File: src/hdl/wfa_pkg.sv
// Shared types, codes and timing constants for the frame airtime block.
package wfa_pkg;

	typedef enum logic [1:0] {
		ST_IDLE,
		ST_DIV,
		ST_SUM,
		ST_OUT
	} wfa_state_t;

	typedef logic [1:0] ac_t;

	localparam int LEN_WIDTH_DEF = 12;
	localparam int RATE_W        = 10;
	localparam int DUR_W         = 16;
	localparam int GAP_W         = 15;

	localparam logic [1:0] MODE_B = 2'd0;
	localparam logic [1:0] MODE_G = 2'd1;
	localparam logic [1:0] MODE_A = 2'd2;

	localparam logic [2:0] KIND_CTS    = 3'd0;
	localparam logic [2:0] KIND_ACK    = 3'd1;
	localparam logic [2:0] KIND_BEACON = 3'd2;
	localparam logic [2:0] KIND_QOS    = 3'd3;
	localparam logic [2:0] KIND_DATA   = 3'd4;

	// CCK rates, in 100 kbps units, that keep an 11g frame on CCK
	localparam logic [RATE_W-1:0] RATE_1M  = 10'd10;
	localparam logic [RATE_W-1:0] RATE_2M  = 10'd20;
	localparam logic [RATE_W-1:0] RATE_5M5 = 10'd55;
	localparam logic [RATE_W-1:0] RATE_11M = 10'd110;

	localparam logic [4:0] SIFS_OFDM  = 5'd16;
	localparam logic [4:0] SIFS_CCK   = 5'd10;
	localparam logic [4:0] SLOT_SHORT = 5'd9;
	localparam logic [4:0] SLOT_LONG  = 5'd20;
	localparam logic [7:0] PRE_LONG   = 8'd192;
	localparam logic [7:0] PRE_SHORT  = 8'd96;
	localparam logic [7:0] OFDM_HDR   = 8'd20;
	localparam logic [4:0] OFDM_EXTRA = 5'd22;
	localparam logic [2:0] DIFS_SLOTS = 3'd2;
	localparam logic [3:0] CW_MIN_DEF = 4'd4;
	localparam logic [3:0] CW_MAX_DEF = 4'd10;

	localparam ac_t        UP_TO_AC [8] = '{2'd0, 2'd1, 2'd1, 2'd0, 2'd2, 2'd2, 2'd3, 2'd3};
	localparam logic [2:0] AC_AIFS  [4] = '{3'd3, 3'd7, 3'd2, 3'd2};
	localparam logic [3:0] AC_CWMIN [4] = '{4'd4, 4'd4, 4'd3, 4'd2};
	localparam logic [3:0] AC_CWMAX [4] = '{4'd10, 4'd10, 4'd4, 4'd3};

endpackage

File: src/hdl/wlan_frame_airtime_core.sv
// Frame airtime calculator: transmit time by shared restoring divider plus gap and contention.
//
// The request channel (req_valid/req_ready) carries one frame description a beat:
// PHY mode, length, rate, preamble and slot flags, frame kind, priority and retries.
// The result channel (res_valid/res_ready) returns one beat per request with the
// airtime in microseconds and a rate error flag.
// The transmit time needs a ceiling division of the bit count by the rate. One
// restoring subtract-and-shift unit produces a quotient bit a cycle; a sum state
// then adds the preamble or OFDM header and the gap and registers the result.
// A zero rate skips the divider: the result is valid in the cycle after the request.
// The block takes one frame at a time; req_ready rises again the cycle after the
// result beat is taken, so a new frame cannot start before the last result is taken.
// While res_ready is low the result holds and no request is taken.
// Reset returns the sequencer to idle and clears the "last frame was a CTS" flag.
module wlan_frame_airtime_core #(
	parameter int LEN_WIDTH = wfa_pkg::LEN_WIDTH_DEF
) (
	input  logic                        clk,
	input  logic                        arst_n,
	input  logic                        req_valid,
	output logic                        req_ready,
	input  logic [1:0]                  phy_mode,
	input  logic [LEN_WIDTH-1:0]        frame_len,
	input  logic [wfa_pkg::RATE_W-1:0]  rate,
	input  logic                        short_plcp,
	input  logic                        short_slot,
	input  logic [2:0]                  frame_kind,
	input  logic [2:0]                  priority_req,
	input  logic [3:0]                  retry_count,
	output logic                        res_valid,
	input  logic                        res_ready,
	output logic [wfa_pkg::DUR_W-1:0]   duration_us,
	output logic                        rate_error
);
	import wfa_pkg::*;

	localparam int NUM_W = LEN_WIDTH + 7;
	localparam int DIV_W = RATE_W + 2;
	localparam int CNT_W = $clog2(NUM_W);
	localparam int SUM_W = NUM_W + 3;

	wfa_state_t state_q, state_nxt;

	logic [CNT_W-1:0] cnt_q;
	logic             prev_cts_q;
	logic [NUM_W-1:0] num_q;
	logic [DIV_W-1:0] rem_q;
	logic [DIV_W-1:0] div_q;
	logic [GAP_W-1:0] gap_q;
	logic [7:0]       pre_q;
	logic             ofdm_q;
	logic [DUR_W-1:0] dur_q;
	logic             err_q;

	logic             req_beat;
	logic             res_beat;
	logic             rate_zero;
	logic             ofdm;
	logic [LEN_WIDTH:0]   bytes4;
	logic [NUM_W-1:0]     bits;
	logic [NUM_W-1:0]     bits10;
	logic [DIV_W-1:0]     divisor;
	logic [NUM_W-1:0]     numer;
	logic [4:0]       sifs;
	logic [4:0]       slot;
	ac_t              ac;
	logic [3:0]       cwmin;
	logic [3:0]       cwmax;
	logic [4:0]       cw_exp_raw;
	logic [3:0]       cw_exp;
	logic [10:0]      cw_pow;
	logic [9:0]       cw;
	logic [14:0]      cw_slot;
	logic [GAP_W-1:0] cw_time;
	logic [2:0]       aifs;
	logic [GAP_W-1:0] gap;

	logic [DIV_W:0]   trial;
	logic             trial_ge;
	logic [SUM_W-1:0] sum;

	assign req_beat  = req_valid && req_ready;
	assign res_beat  = res_valid && res_ready;
	assign rate_zero = (rate == '0);

	// Load datapath: bit count, divisor and gap of the incoming frame
	always_comb begin
		ofdm = (phy_mode == MODE_A) ||
		       ((phy_mode == MODE_G) && (rate != RATE_1M) && (rate != RATE_2M) &&
		        (rate != RATE_5M5) && (rate != RATE_11M));
		bytes4  = {1'b0, frame_len} + (LEN_WIDTH+1)'(4);
		bits    = NUM_W'({bytes4, 3'b000}) + (ofdm ? NUM_W'(OFDM_EXTRA) : '0);
		bits10  = (bits << 3) + (bits << 1);
		divisor = ofdm ? {rate, 2'b00} : {2'b00, rate};
		// ceiling division: bias the dividend by divisor - 1
		numer   = bits10 + NUM_W'(divisor) - NUM_W'(1);

		sifs = ofdm ? SIFS_OFDM : SIFS_CCK;
		slot = (ofdm || short_slot) ? SLOT_SHORT : SLOT_LONG;
		ac   = UP_TO_AC[priority_req];

		if (frame_kind == KIND_QOS) begin
			cwmin = AC_CWMIN[ac];
			cwmax = AC_CWMAX[ac];
			aifs  = AC_AIFS[ac];
		end else begin
			cwmin = CW_MIN_DEF;
			cwmax = CW_MAX_DEF;
			aifs  = DIFS_SLOTS;
		end
		cw_exp_raw = {1'b0, cwmin} + {1'b0, retry_count};
		cw_exp     = (cw_exp_raw > {1'b0, cwmax}) ? cwmax : cw_exp_raw[3:0];
		cw_pow     = 11'd1 << cw_exp;
		cw         = 10'(cw_pow - 11'd1);
		cw_slot    = 15'(cw) * 15'(slot);
		cw_time    = GAP_W'(cw_slot >> 1);

		case (frame_kind) inside
			KIND_CTS, KIND_ACK: begin
				gap = GAP_W'(sifs);
			end
			KIND_BEACON: begin
				gap = GAP_W'(sifs) + GAP_W'({slot, 1'b0}) + GAP_W'(slot >> 1);
			end
			KIND_QOS, KIND_DATA: begin
				if (prev_cts_q) begin
					gap = GAP_W'(sifs);
				end else begin
					gap = GAP_W'(sifs) + GAP_W'(aifs) * GAP_W'(slot) + cw_time;
				end
			end
			default: begin
				gap = GAP_W'(sifs) + GAP_W'(aifs) * GAP_W'(slot) + cw_time;
			end
		endcase
	end

	// One restoring divide step: shift in a dividend bit, subtract if it fits
	always_comb begin
		trial    = {rem_q, num_q[NUM_W-1]};
		trial_ge = (trial >= {1'b0, div_q});
	end

	always_comb begin
		if (ofdm_q) begin
			sum = SUM_W'(OFDM_HDR) + SUM_W'({num_q, 2'b00}) + SUM_W'(gap_q);
		end else begin
			sum = SUM_W'(pre_q) + SUM_W'(num_q) + SUM_W'(gap_q);
		end
	end

	// Next state
	always_comb begin
		state_nxt = state_q;
		case (state_q)
			ST_IDLE: begin
				if (req_beat) begin
					state_nxt = rate_zero ? ST_OUT : ST_DIV;
				end
			end
			ST_DIV: begin
				if (cnt_q == '0) begin
					state_nxt = ST_SUM;
				end
			end
			ST_SUM: begin
				state_nxt = ST_OUT;
			end
			ST_OUT: begin
				if (res_beat) begin
					state_nxt = ST_IDLE;
				end
			end
			default: begin
				state_nxt = ST_IDLE;
			end
		endcase
	end

	// Handshake outputs
	always_comb begin
		req_ready = 1'b0;
		res_valid = 1'b0;
		case (state_q)
			ST_IDLE: req_ready = 1'b1;
			ST_OUT:  res_valid = 1'b1;
			default: begin
				req_ready = 1'b0;
				res_valid = 1'b0;
			end
		endcase
	end

	assign duration_us = dur_q;
	assign rate_error  = err_q;

	always_ff @(posedge clk or negedge arst_n) begin
		if (!arst_n) begin
			state_q    <= ST_IDLE;
			cnt_q      <= '0;
			prev_cts_q <= 1'b0;
		end else begin
			state_q <= state_nxt;
			if (req_beat) begin
				cnt_q <= CNT_W'(NUM_W - 1);
				// a zero rate leaves the CTS flag alone
				if (!rate_zero) begin
					prev_cts_q <= (frame_kind == KIND_CTS);
				end
			end else if (state_q == ST_DIV) begin
				cnt_q <= cnt_q - CNT_W'(1);
			end
		end
	end

	always_ff @(posedge clk) begin
		if (req_beat) begin
			num_q  <= numer;
			rem_q  <= '0;
			div_q  <= divisor;
			gap_q  <= gap;
			pre_q  <= short_plcp ? PRE_SHORT : PRE_LONG;
			ofdm_q <= ofdm;
			dur_q  <= '0;
			err_q  <= rate_zero;
		end else if (state_q == ST_DIV) begin
			num_q <= {num_q[NUM_W-2:0], trial_ge};
			rem_q <= trial_ge ? DIV_W'(trial - {1'b0, div_q}) : trial[DIV_W-1:0];
		end else if (state_q == ST_SUM) begin
			// saturate long airtimes
			dur_q <= (sum > SUM_W'({DUR_W{1'b1}})) ? {DUR_W{1'b1}} : sum[DUR_W-1:0];
		end
	end

endmodule

File: config.mk
export PLATFORM = sky130hd
export DESIGN_NAME = wlan_frame_airtime_core
export DESIGN_NICKNAME = d
export VERILOG_FILES = /design/src/hdl/wfa_pkg.sv /design/src/hdl/wlan_frame_airtime_core.sv
export SDC_FILE = /design/constraint.sdc
export NUM_CORES = 1
export LEC_CHECK = 0
export BUFFER_PORTS_ARGS = -buffer_cell sky130_fd_sc_hd__buf_2
export CAP_MARGIN = 40
export CORE_ASPECT_RATIO = 2
export CORE_MARGIN = 4
export CORE_UTILIZATION = 68
export DETAILED_ROUTE_END_ITERATION = 10
export PLACE_DENSITY = 0.85
export SLEW_MARGIN = 20
export SYNTH_ARGS = -nofsm -noshare
export SYNTH_HDL_FRONTEND = slang
export SYNTH_SLANG_ARGS = --single-unit
export TNS_END_PERCENT = 30
File: constraint.sdc
create_clock -name clk -period 10 [get_ports clk]
set_clock_uncertainty 0.15 [all_clocks]
set_input_delay 0.5 -clock clk [delete_from_list [all_inputs] [get_ports clk]]
set_output_delay 0.5 -clock clk [all_outputs]
set_load 0.05 [all_outputs]
# Yosys cells after proc, flatten, opt, wreduce, memory -nomap -nowiden
# Memory sizes are Yosys's and may differ from the RTL's.
# Cells that the tools add are included.
dict set report totals {
  register_bits 92
  wordCells 114
  memories 1
  mem_bits_ro 16
  ram_bits 0
  latchBits 0
  input_bits 40
}
dict set report classes {
  n_bitwise 4
  muxes 38
  add_sub_neg 17
  magnitude_cmp 5
  reduce_logical 18
  multipliers 2
  shift 1
  div_mod_pow 0
  eq_ne 16
}
# memory words width rd rd_clocked_by_memory_dff wr line_no
set memory_table {}
lappend memory_table {{(no name shown)} 8 2 1 0 0 wlan_frame_airtime_core.sv:100} ;# ac = UP_TO_AC[priority_req];
# cell count
set ops {}
lappend ops {{two-way mux 15 bit} 3}
lappend ops {{two-way mux 19 bit} 2}
lappend ops {{two-way mux 5 bit} 6}
lappend ops {{two-way mux 4 bit} 7}
lappend ops {{two-way mux 12 bit} 2}
lappend ops {{adder 22 x 15 -> 22 bit} 1}
lappend ops {{adder 5 x 21 -> 22 bit (first input constant)} 1}
lappend ops {{greater-than comparator 22 x 16 -> 1 bit (second input constant)} 1}
lappend ops {{two-way mux 22 bit} 1}
lappend ops {{adder 20 x 15 -> 21 bit} 1}
lappend ops {{adder 8 x 19 -> 20 bit} 1}
lappend ops {{adder 19 x 12 -> 19 bit} 1}
lappend ops {{adder 19 x 18 -> 19 bit} 1}
lappend ops {{subtractor 19 x 1 -> 19 bit (second input constant)} 1}
lappend ops {{adder 16 x 5 -> 17 bit} 1}
lappend ops {{binary-select mux 4 bit (select 2 bit)} 2}
lappend ops {{two-way mux 16 bit} 1}
lappend ops {{adder 9 x 14 -> 15 bit} 1}
lappend ops {{multiplier 10 x 5 -> 15 bit} 1}
lappend ops {{adder 12 x 3 -> 13 bit (second input constant)} 1}
lappend ops {{greater-or-equal comparator 13 x 12 -> 1 bit} 1}
lappend ops {{two-way mux 2 bit} 6}
lappend ops {{subtractor 12 bit} 1}
lappend ops {{zero test 10 bit} 1}
lappend ops {{38 further kinds} 56}

# Logic depth before layout (Yosys ltp)
# Gate-level depths: netlist of run 1.
dict set report logic_depth {
  depth_word 20
  mapped_depth 40
  depth_no_buf 40
}

# Least setup slack after synthesis of run 1
# OpenSTA, ideal clock, no wires.
dict set report synth_timing {
  kind {input to register}
  from {in frame_kind[2]}
  to {reg gap_q[10] (data pin)}
  path_slack_ns 1.663
  stages 37
  setup_time_ns 0.262
  required_time_ns 9.588
  t_arrival_ns 7.925
  path_cell_list {clkbuf_1 > nor2_1 > nand2_1 > nor2_1 > ha_1 > fa_1 > ha_1 > nor2b_1 > o21a_1 > o211ai_1 > nand2_1 > nor3_1 > nand2_1 > ha_1 > inv_1 > xnor2_1 > nand2_1 > a21boi_0 > ha_1 > ha_1 > inv_1 > fa_1 > inv_1 > ha_1 > inv_1 > o21bai_1 > xor2_1 > fa_1 > ha_1 > ha_1 > a21oi_1 > o21bai_1 > a21oi_1 > nor2b_1 > o21ai_0 > xor2_1 > nor2_1}
}
dict set report synth_via {
  elab_chain_len 12
  word_cells_on_any_way 22
  classes_between {4 x add/sub; 2 x mul; 1 x order compare; 4 x eq/ne; 1 x shift; 7 x mux; 3 x reduce/logical}
}
# item line_no
set synth_lines {}
lappend synth_lines {{start: declaration} wlan_frame_airtime_core.sv:27} ;# input logic [2:0] frame_kind,
lappend synth_lines {{== test 3 x 2 -> 1 bit} wlan_frame_airtime_core.sv:102} ;# if (frame_kind == KIND_QOS) begin
lappend synth_lines {{two-way mux 4 bit} wlan_frame_airtime_core.sv:102}
lappend synth_lines {{adder 4 x 4 -> 5 bit} wlan_frame_airtime_core.sv:111} ;# cw_exp_raw = {1'b0, cwmin} + {1'b0, retry_count};
lappend synth_lines {{greater-than comparator 5 x 4 -> 1 bit} wlan_frame_airtime_core.sv:112} ;# cw_exp = (cw_exp_raw > {1'b0, cwmax}) ? cwmax : cw_exp_raw[3:0];
lappend synth_lines {{two-way mux 4 bit} wlan_frame_airtime_core.sv:112}
lappend synth_lines {{left shift 1 x 4 -> 10 bit} wlan_frame_airtime_core.sv:113} ;# cw_pow = 11'd1 << cw_exp;
lappend synth_lines {{subtractor 10 x 1 -> 10 bit} wlan_frame_airtime_core.sv:114} ;# cw = 10'(cw_pow - 11'd1);
lappend synth_lines {{multiplier 10 x 5 -> 15 bit} wlan_frame_airtime_core.sv:115} ;# cw_slot = 15'(cw) * 15'(slot);
lappend synth_lines {{adder 9 x 14 -> 15 bit} {wlan_frame_airtime_core.sv:129, wlan_frame_airtime_core.sv:133}}
lappend synth_lines {{two-way mux 15 bit} wlan_frame_airtime_core.sv:126} ;# if (prev_cts_q) begin
lappend synth_lines {{two-way mux 15 bit (2 in series)} wlan_frame_airtime_core.sv:118} ;# case (frame_kind) inside
lappend synth_lines {{end signal: assignment} wlan_frame_airtime_core.sv:221} ;# gap_q <= gap;
lappend synth_lines {{end: declaration} wlan_frame_airtime_core.sv:49} ;# logic [GAP_W-1:0] gap_q;
# Parallel ways exist; a longest one is shown, timed or not.
# A chain may end at the register's enable or synchronous reset.

# Worst setup path after layout of run 1
dict set report layout_timing {
  from {in frame_kind[1]}
  to {reg gap_q[10] (data pin)}
}
# Same word-level chain as after synthesis.

==> key figures, run 1 <==
Run status
  – Outcome: complete, no violations

Critical path
  – R2R setup slack: 6.32 ns
  – Worst Path Arrival: 8.93 ns
  – CP most frequent cell: ha_1
  – CP Max Fanout: 8
  – Critical path required time: 9.94 ns
  – Worst Setup End Kind: flip-flop
  – RR Startpoint: num_q[7]
  – Crit path launch: frame_kind[1]
  – Critical setup path kind: input pin to flip-flop
  – CP Launch Type: input pin
  – Crit-path max cell delay: 0.53 ns
  – Critical Path End: gap_q[10]
  – Worst-case reg-to-reg path depth: 10
  – Reg2reg end: duration_us[14]
  – Slowest-stage cell, CP: fa_1

STA
  – Setup Total Neg Slack: 0 ns
  – Worst hold margin: 0.1939 ns
  – Fmax: 111.2 MHz
  – Worst slew margin: 44.33%
  – Final Hold Viols: 0
  – Period utilisation layout: 89.92%
  – Min setup slack post-route: 1.008 ns
  – Worst slew pin tran: 0.8351 ns
  – RSZ-0062 raised after global routing: false
  – Tmin final: 8.992 ns
  – Pins over their slew limit: 0
  – Final setup fails: 0

Synthesis
  – Post-synth EDFFs: 50
  – Cells after synthesis: 1,162
  – Simple-gate share of the synthesized area: 15.52%
  – Mux share of post-synthesis cell area: 1.894%
  – Ys flop type: edfxtp_1
  – Netlist Area Pre-Place: 0.01018 mm^2
  – Compound-Gate Fraction of Synth Area: 20.85%
  – Post-Synth XOR/XNOR Area: 6.172%
  – Adder-cell share of the synthesized area: 26.85%
  – Avg Cell Area, Syn: 8.757 um^2
  – Main combinational cell family by area after synthesis: adder cells
  – Syn. warnings: 0
  – Post-synthesis async set-or-reset flop share: 9.302%
  – Cell variety after synth: 87
  – Sequential share of the synthesized area: 22.23%
  – Register bit total from synthesis: 86

Floorplanning
  – Die H: 181 um
  – Starting density of the core: 69.03%
  – Die area: 0.01710 mm^2
  – FP Rows: 63
  – Die width: 94.50 um
  – # IOs: 59
  – Core area: 0.01474 mm^2

Clocking
  – Cts bufs inserted: 9
  – Root buffer cell: clkbuf_16
  – PostCTS Resize Cnt: 0
  – CTS tree: built
  – Max clock buf depth: 2
  – Clock-pin slew of the registers on the worst-case setup and hold paths: 0.06 ns
  – CTS H-tree depth: 3
  – Post-CTS Setup Bufs: 0
  – Clk sinks: 86
  – Worst-Skew Late Latency: 0.36 ns

Drt
  – Vias per cell: 6.312
  – Avg WL per Cell: 17.61 um
  – Antenna Nets Post-Route: 0
  – Post-Route WL: 24.78 mm
  – DRC Markers: 0
  – Via count: 8,881
  – DRT Pass-1 Iters: 5
  – Initial drt markers: 414

Finish
  – Reg area: 0.002262 mm^2
  – Layout cells sized above 1: 10.97%
  – Final instance area: 0.01101 mm^2
  – Antenna diode count: 0
  – Most common cell after layout, fill and taps aside: ha_1
  – Area of the multi-input gates: 0.007282 mm^2
  – Nets: 1,448
  – Most frequent cells in the layout: 172 x ha_1, 122 x inv_1, 83 x o21ai_0
  – Synth-to-Final Area Change: 8.177%
  – Filler cell count: 1,111

GRT
  – Vias in the first global route: 9,247
  – First-pass GRT wire length: 41.17 mm
  – GRT Util Overall: 30.16%
  – Largest net degree at the start of global routing: 71
  – Initial antenna violation count: 0
  – Grt ovf: 0

Place
  – Post-DP HPWL: 20.03 mm
  – Routability Congestion: 0.9358
  – Number of port buffers: 58
  – Pre-CTS setup slack: 0.7243 ns
  – Placed Area: 0.01064 mm^2

Min path
  – Min-delay worst type: input pin to flip-flop

Run
  – Max-cap violations: 0
[flip-flops by register name, indices dropped and copies added (netlist names)]
register and cells:
state_q 2, prev_cts_q 1, gap_q 15, rem_q 12, div_q 12, ofdm_q 1, pre_q 2, cnt_q 5
duration_us 16, rate_error 1, num_q 19
[worst max-delay path: cells and delay by family]
kind	cells	cell delay, ns
buf+inv	5	0.46
compound gates	9	1.98
fa+ha+maj	11	3.93
xor+xnor	3	0.54
simple gates	11	1.50
[routing by layer]
metal  share of wire, %  GRT usage, %
met5                  0             0
met3                3.8         3.708
met4                7.1         20.76
met1                 33         27.89
met2                 56         58.06
[logic make-up (layout without fill, tap and decap cells)]
logic type	count (synthesis)	after routing
flip-flops	86	86
other	2	5
multiplexers	18	18
buffers and inverters	161	208
adder cells (fa/ha/maj)	201	201
XOR/XNOR	70	70
AO/OA/AOI/OAI	313	313
AND/OR/NAND/NOR	311	311
[area by class of cell]
| class | instances | area share, % |
|---|---|---|
| sequential | 86 | 20.55 |
| tap | 195 | 2.216 |
| inverter | 122 | 4.160 |
| clock inverter | 4 | 0.6933 |
| multi-input combinational | 918 | 66.15 |
| timing repair buffer | 70 | 3.796 |
| clock buffer | 12 | 2.432 |
[per-stage QoR]
step | util (%) | instances
floorplan | - | 1165
global placement | 71.84 | 1386
detailed placement | 72.18 | 1389
CTS | 74.58 | 1406
global route | 74.68 | 1407
finish | 74.68 | 1407
[synth_stat cells, drive strengths merged, types with 11 or more instances]
| library cell | n | area [um^2] |
|---|---|---|
| and3 | 13 | 81.33 |
| ha | 172 | 2152 |
| a21o | 17 | 127.6 |
| edfxtp | 50 | 1501 |
| o21bai | 11 | 86.33 |
| dfxtp | 28 | 560.5 |
| a21oi | 79 | 436.7 |
| inv | 122 | 457.9 |
| o21ai | 84 | 420.4 |
| buf | 11 | 76.31 |
| a211oi | 12 | 95.09 |
| xnor2 | 46 | 402.9 |
| nor2 | 81 | 304.0 |
| nor4 | 11 | 68.82 |
| a31oi | 14 | 87.58 |
| nor2b | 17 | 106.4 |
| clkbuf | 26 | 97.59 |
| o211ai | 12 | 103.9 |
| nand3 | 18 | 90.09 |
| fa | 29 | 580.6 |
| xor2 | 23 | 201.4 |
| nor3 | 31 | 155.2 |
| o21a | 13 | 97.59 |
| nand2 | 67 | 251.5 |
[timing repair]
item / CTS / global route
endpoints found under the setup margin: 0 / 0
endpoints found under the hold margin: 8 / 0
hold buffers: 1 / 0
[worst min-delay path by stage]
stage / start / endpoint / slack, ns / depth (start not counted)
after global placement: arst_n / prev_cts_q / 0.23 / 1
after CTS: short_plcp / pre_q[5] / 0.18 / 1
after global routing: short_plcp / pre_q[5] / 0.19 / 1
after detailed placement: arst_n / prev_cts_q / 0.24 / 1
after floorplan: arst_n / cnt_q[0] / 0.05 / 0
final: short_plcp / pre_q[5] / 0.19 / 1
Power of run 1 is not shown: default switching activity piles up to over one toggle a cycle in this logic, so the estimate is an artifact.
==> run 2, diff against run 1 <==
==> constraint.sdc (replaced) <==
create_clock -name clk -period 10 [get_ports clk]
set_clock_uncertainty 0.15 [all_clocks]
set_input_delay 2 -clock clk [delete_from_list [all_inputs] [get_ports clk]]
set_output_delay 2 -clock clk [all_outputs]
set_load 0.05 [all_outputs]
==> run 2 against run 1 <==
  * Clock-buffer cell count grew 2
  * Global-route usage grew 0.50 points
  * Highest routed layer unchanged
  * Critical path type unchanged
  * Worst setup slack lost 0.52 ns
  * Sequential share of layout area shrank 0.23 points
  * Die area is the same
  * Non-clock buffer count grew 10
  * Flip-flop and latch count is the same
  * Wire length grew 1.7%
==> key figures, run 2 (synthesis gave the netlist of run 1 again) <==
Run status
  – Outcome: complete, no violations

Drt
  – Via count: 8,953
  – Vias per cell: 6.314
  – DRT Pass-1 Iters: 5
  – Avg WL per Cell: 17.77 um
  – Post-Route WL: 25.20 mm
  – Initial drt markers: 425
  – Antenna Nets Post-Route: 0
  – DRC Markers: 0

Critical path
  – CP Max Fanout: 7
  – Critical setup path kind: input pin to flip-flop
  – R2R setup slack: 6.31 ns
  – RR Startpoint: num_q[1]
  – CP most frequent cell: ha_1
  – Critical path required time: 9.94 ns
  – Slowest-stage cell, CP: fa_1
  – Worst Setup End Kind: flip-flop
  – Crit-path max cell delay: 0.53 ns
  – Reg2reg end: duration_us[0]
  – CP Launch Type: input pin
  – Worst Path Arrival: 9.45 ns
  – Worst-case reg-to-reg path depth: 12

Place
  – Number of port buffers: 58
  – Post-DP HPWL: 20.25 mm
  – Routability Congestion: 0.9866
  – Placed cells: 1,399

Clocking
  – Hold Buf Count CTS: 0
  – CTS H-tree depth: 3
  – Clk sinks: 86
  – Worst-Skew Late Latency: 0.36 ns
  – Root buffer cell: clkbuf_16
  – Max clock buf depth: 2
  – CTS tree: built
  – Clock-pin slew of the registers on the worst-case setup and hold paths: 0.07 ns
  – Cts bufs inserted: 9

Finish
  – Synth-to-Final Area Change: 9.382%
  – Nets: 1,458
  – Most common cell after layout, fill and taps aside: ha_1
  – Largest Register: num_q
  – Most frequent cells in the layout: 171 x ha_1, 122 x inv_1, 81 x o21ai_0
  – Layout cells sized above 1: 12.85%
  – Layout Cells excl Fill: 1,418
  – Final Util: 75.51%
  – Max FFs per register: 19

Floorplanning
  – Die area: 0.01710 mm^2
  – Core area: 0.01474 mm^2
  – FP Rows: 63
  – # IOs: 59
  – Die H: 181 um
  – Starting density of the core: 69.03%
  – Die width: 94.50 um

Min path
  – HP Start: prev_cts_q
  – Min-Delay Path Depth: 2
  – Min-delay worst type: flip-flop to flip-flop
  – Min-Delay Endpoint: prev_cts_q

STA
  – Period utilisation layout: 95.14%
  – Worst slew margin: 46.42%
  – Setup Total Neg Slack: 0 ns
  – Final setup fails: 0
  – Final Hold Viols: 0
  – Fmax: 105.1 MHz
  – Worst slew pin tran: 0.8038 ns
  – RSZ-0062 raised after global routing: true
  – Worst hold margin: 0.3608 ns
  – Pins over their slew limit: 0
  – Tmin final: 9.514 ns

GRT
  – Vias in the first global route: 9,216
  – Largest net degree at the start of global routing: 71
  – Initial antenna violation count: 1
  – GRT Util Overall: 30.66%
  – First-pass GRT wire length: 41.67 mm
  – Grt ovf: 0

Run
  – Max-cap violations: 0
[run 2: cell types whose count changed in the layout (fill, tap and decap cells not counted), sizes merged]
cell / before / now
buf: 69 / 80
clkbuf: 12 / 14
inv: 123 / 122
clkinvlp: 1 / 0
diode: 0 / 1
dlygate4sd3: 1 / 0
[run 2: worst max path at each step]
| stage | startpoint | end | slack (ns) | depth (start not counted) |
|---|---|---|---|---|
| final | frame_kind[1] | gap_q[11] | 0.49 | 39 |
| after global routing | frame_kind[1] | gap_q[11] | -0.02 | 40 |
| after CTS | frame_kind[1] | gap_q[10] | 0.24 | 39 |
| after detailed placement | frame_kind[1] | gap_q[10] | -0.09 | 39 |
| after global placement | frame_kind[1] | gap_q[10] | 0.19 | 39 |
| after floorplan | frame_kind[2] | gap_q[10] | 0.16 | 37 |
[run 2: final cells by class]
| class | count | area, um^2 |
|---|---|---|
| diodes | 1 | 2.502 |
| clock buffers | 14 | 286.5 |
| clock inverters | 2 | 60.06 |
| fillers | 1120 | 3610 |
| inverters | 122 | 457.9 |
| multi-input cells | 918 | 7343 |
| flip-flops and latches | 86 | 2262 |
| well taps | 195 | 244.0 |
| repair buffers | 80 | 474.2 |
[run 2: through the flow]
stage	setup slack [ns]	cell area, um^2
final	0.4856	11130
after global routing	-0.02186	11130
after CTS	0.2417	11050
after detailed placement	-0.08692	10700
after global placement	0.1910	10660
after floorplan	0.1630	10190
[run 2: critical path: cells and delay by family]
kind | cells | cell delay [ns]
buffers and inverters | 7 | 0.64
XOR/XNOR | 3 | 0.48
AND/OR/NAND/NOR | 10 | 1.34
adder cells (fa/ha/maj) | 11 | 3.67
AO/OA/AOI/OAI | 8 | 1.33
[run 2: repair_timing]
action,in CTS,in global routing
setup endpoints to repair,0,6
gates resized for setup,0,17
setup buffers,0,1
hold endpoints to repair,0,0
[run 2: routing by layer]
layer	routed length, um	GRT usage [%]	vias up
li1	-	-	4309
met1	8406	29.00	4249
met4	1765	20.42	0
met2	14150	58.91	280
met5	0	0	-
met3	878	3.417	115
Power of run 2 is left out for the same reason.
==> run 3, diff against run 2 <==
--- a/config.mk
+++ b/config.mk
@@ -9,9 +9,10 @@
 export CAP_MARGIN = 40
 export CORE_ASPECT_RATIO = 2
 export CORE_MARGIN = 4
-export CORE_UTILIZATION = 68
+export CORE_UTILIZATION = 40
 export DETAILED_ROUTE_END_ITERATION = 10
-export PLACE_DENSITY = 0.85
+export MAX_ROUTING_LAYER = met4
+export PLACE_DENSITY = 0.53
 export SLEW_MARGIN = 20
 export SYNTH_ARGS = -nofsm -noshare
 export SYNTH_HDL_FRONTEND = slang
==> run 3 against run 2 <==
  * Clock-buffer cell count fell by 5
  * Global-route usage fell by 10 points
  * Core utilization fell by 30 points
  * Die area rose by 65%
  * Via count fell by 4.0%
  * First-iteration DRC count fell by 4.5%
  * Wire length rose by 6.0%
  * Sequential share of layout area fell by 0.25 points
  * Register-to-register slack got worse by 0.02 ns
  * Non-clock buffer count rose by 3
  * Fmax rose by 1.3%
==> key figures, run 3 (synthesis gave the netlist of run 1 again) <==
Finish
  – Most common cell after layout, fill and taps aside: ha_1
  – Final instance area: 0.01127 mm^2
  – Max FFs per register: 19
  – Largest Register: num_q
  – Layout Cells excl Fill: 1,562
  – Most frequent cells in the layout: 171 x ha_1, 121 x inv_1, 81 x o21ai_0
  – Filler cell count: 2,612
  – Synth-to-Final Area Change: 10.76%
  – Layout cells sized above 1: 12.90%
  – Final Util: 45.02%
  – Nets: 1,461

Clocking
  – Cts bufs inserted: 9
  – CTS tree: built
  – Clk sinks: 86
  – Clock-pin slew of the registers on the worst-case setup and hold paths: 0.07 ns
  – Root buffer cell: clkbuf_16
  – CTS H-tree depth: 3
  – Worst-Skew Late Latency: 0.36 ns
  – Max clock buf depth: 2

Run status
  – Outcome: complete, no violations

Critical path
  – Critical setup path kind: input pin to flip-flop
  – CP most frequent cell: ha_1
  – Slowest-stage cell, CP: fa_1
  – CP Max Fanout: 5
  – Crit-path max cell delay: 0.52 ns
  – Worst Setup End Kind: flip-flop
  – Worst Path Arrival: 9.35 ns
  – Critical path required time: 9.95 ns
  – CP Launch Type: input pin

GRT
  – Initial antenna violation count: 0
  – Grt met2 use: 40.99%
  – Vias in the first global route: 9,001
  – First-pass GRT wire length: 44.25 mm
  – Gr busiest metal: met2
  – GRT Util Overall: 20.40%
  – Grt ovf: 0
  – GR Layer Usage met3: 2.011%
  – Met1 Use GR: 18.55%
  – Largest net degree at the start of global routing: 71

Floorplanning
  – Die area: 0.02821 mm^2
  – Die H: 233.6 um
  – Starting density of the core: 40.65%
  – Core area: 0.02503 mm^2
  – # IOs: 59
  – FP Rows: 82
  – Die width: 120.8 um

Drt
  – Antenna Nets Post-Route: 0
  – Avg WL per Cell: 17.10 um
  – Via count: 8,594
  – DRC Markers: 0
  – Initial drt markers: 406
  – DRT Pass-1 Iters: 5
  – Vias per cell: 5.502
  – Post-Route WL: 26.71 mm

STA
  – RSZ-0062 raised after global routing: true
  – Tmin final: 9.396 ns
  – Worst slew margin: 51.45%
  – Worst slew pin tran: 0.7283 ns
  – Period utilisation layout: 93.96%
  – Final setup fails: 0
  – Fmax: 106.4 MHz
  – Min setup slack post-route: 0.6044 ns
  – Worst hold margin: 0.3606 ns
  – Final Hold Viols: 0
  – Pins over their slew limit: 0
  – Setup Total Neg Slack: 0 ns

Min path
  – Min-delay worst type: flip-flop to flip-flop

Power and ir drop
  – Total chip power: 4.291 mW
  – Worst VDD drop: 0.1309 mV
  – Pwr dens: 380.7 mW/mm^2
  – Leakage: 5.129 nW

Place
  – Post-DP HPWL: 22.39 mm
  – Placed cells: 1,544
  – Number of port buffers: 58
  – Routability Congestion: 0.8690
  – Placed Area: 0.01091 mm^2
  – Pre-CTS setup slack: -0.004963 ns

Run
  – Max-cap violations: 0
-- run 3: power by group --
group,internal [mW],switching (mW),leakage [nW],total [mW]
clock,0.220,0.151,0.160,0.371
sequential,0.599,0.136,0.806,0.735
combinational,1.31,1.88,4.16,3.18
total,2.13,2.16,5.13,4.29
-- run 3: routing by layer --
layer / wire length [um] / vias to the layer above
met5: 0 / -
met4: 1336 / 0
met3: 434 / 54
met2: 15520 / 115
met1: 9422 / 4119
li1: - / 4306
-- run 3: layout make-up --
cell class / count / area, um^2 / share of cell area (%)
multi-input cells: 918 / 7317 / 64.92
well taps: 336 / 420.4 / 3.730
diodes: 1 / 2.502 / 0.02220
clock inverters: 7 / 96.34 / 0.8548
clock buffers: 9 / 225.2 / 1.998
flip-flops and latches: 86 / 2262 / 20.07
repair buffers: 83 / 489.2 / 4.341
inverters: 122 / 457.9 / 4.063
-- run 3: critical path: cells and delay by family --
kind | cells | cell delay [ns]
AO/OA/AOI/OAI | 9 | 1.59
XOR/XNOR | 3 | 0.48
adder cells (fa/ha/maj) | 11 | 3.66
buffers and inverters | 5 | 0.40
AND/OR/NAND/NOR | 11 | 1.23
-- run 3: path summary, 6_finish.rpt --
| kind | start | endpoint | slack (ns) | depth (start not counted) |
|---|---|---|---|---|
| worst min-delay path | rem_q[7] | rem_q[8] | 0.36 | 2 |
| max in group asynchronous | arst_n | state_q[0] | 8.18 | 1 |
| worst max-delay path | frame_kind[0] | gap_q[12] | 0.60 | 39 |
| min in group asynchronous | arst_n | cnt_q[2] | 1.33 | 1 |
| worst max register to register | num_q[7] | duration_us[14] | 6.29 | 9 |
| worst min register to register | rem_q[7] | rem_q[8] | 0.36 | 2 |
-- run 3: timing repair --
| action | 4_1_cts | 5_1_grt |
|---|---|---|
| hold buffers | 0 | 0 |
| endpoints found under the setup margin | 0 | 6 |
| resized for setup | 0 | 11 |
| buffers inserted | 0 | 1 |
Note: power is estimated with default switching activity, not from simulation.
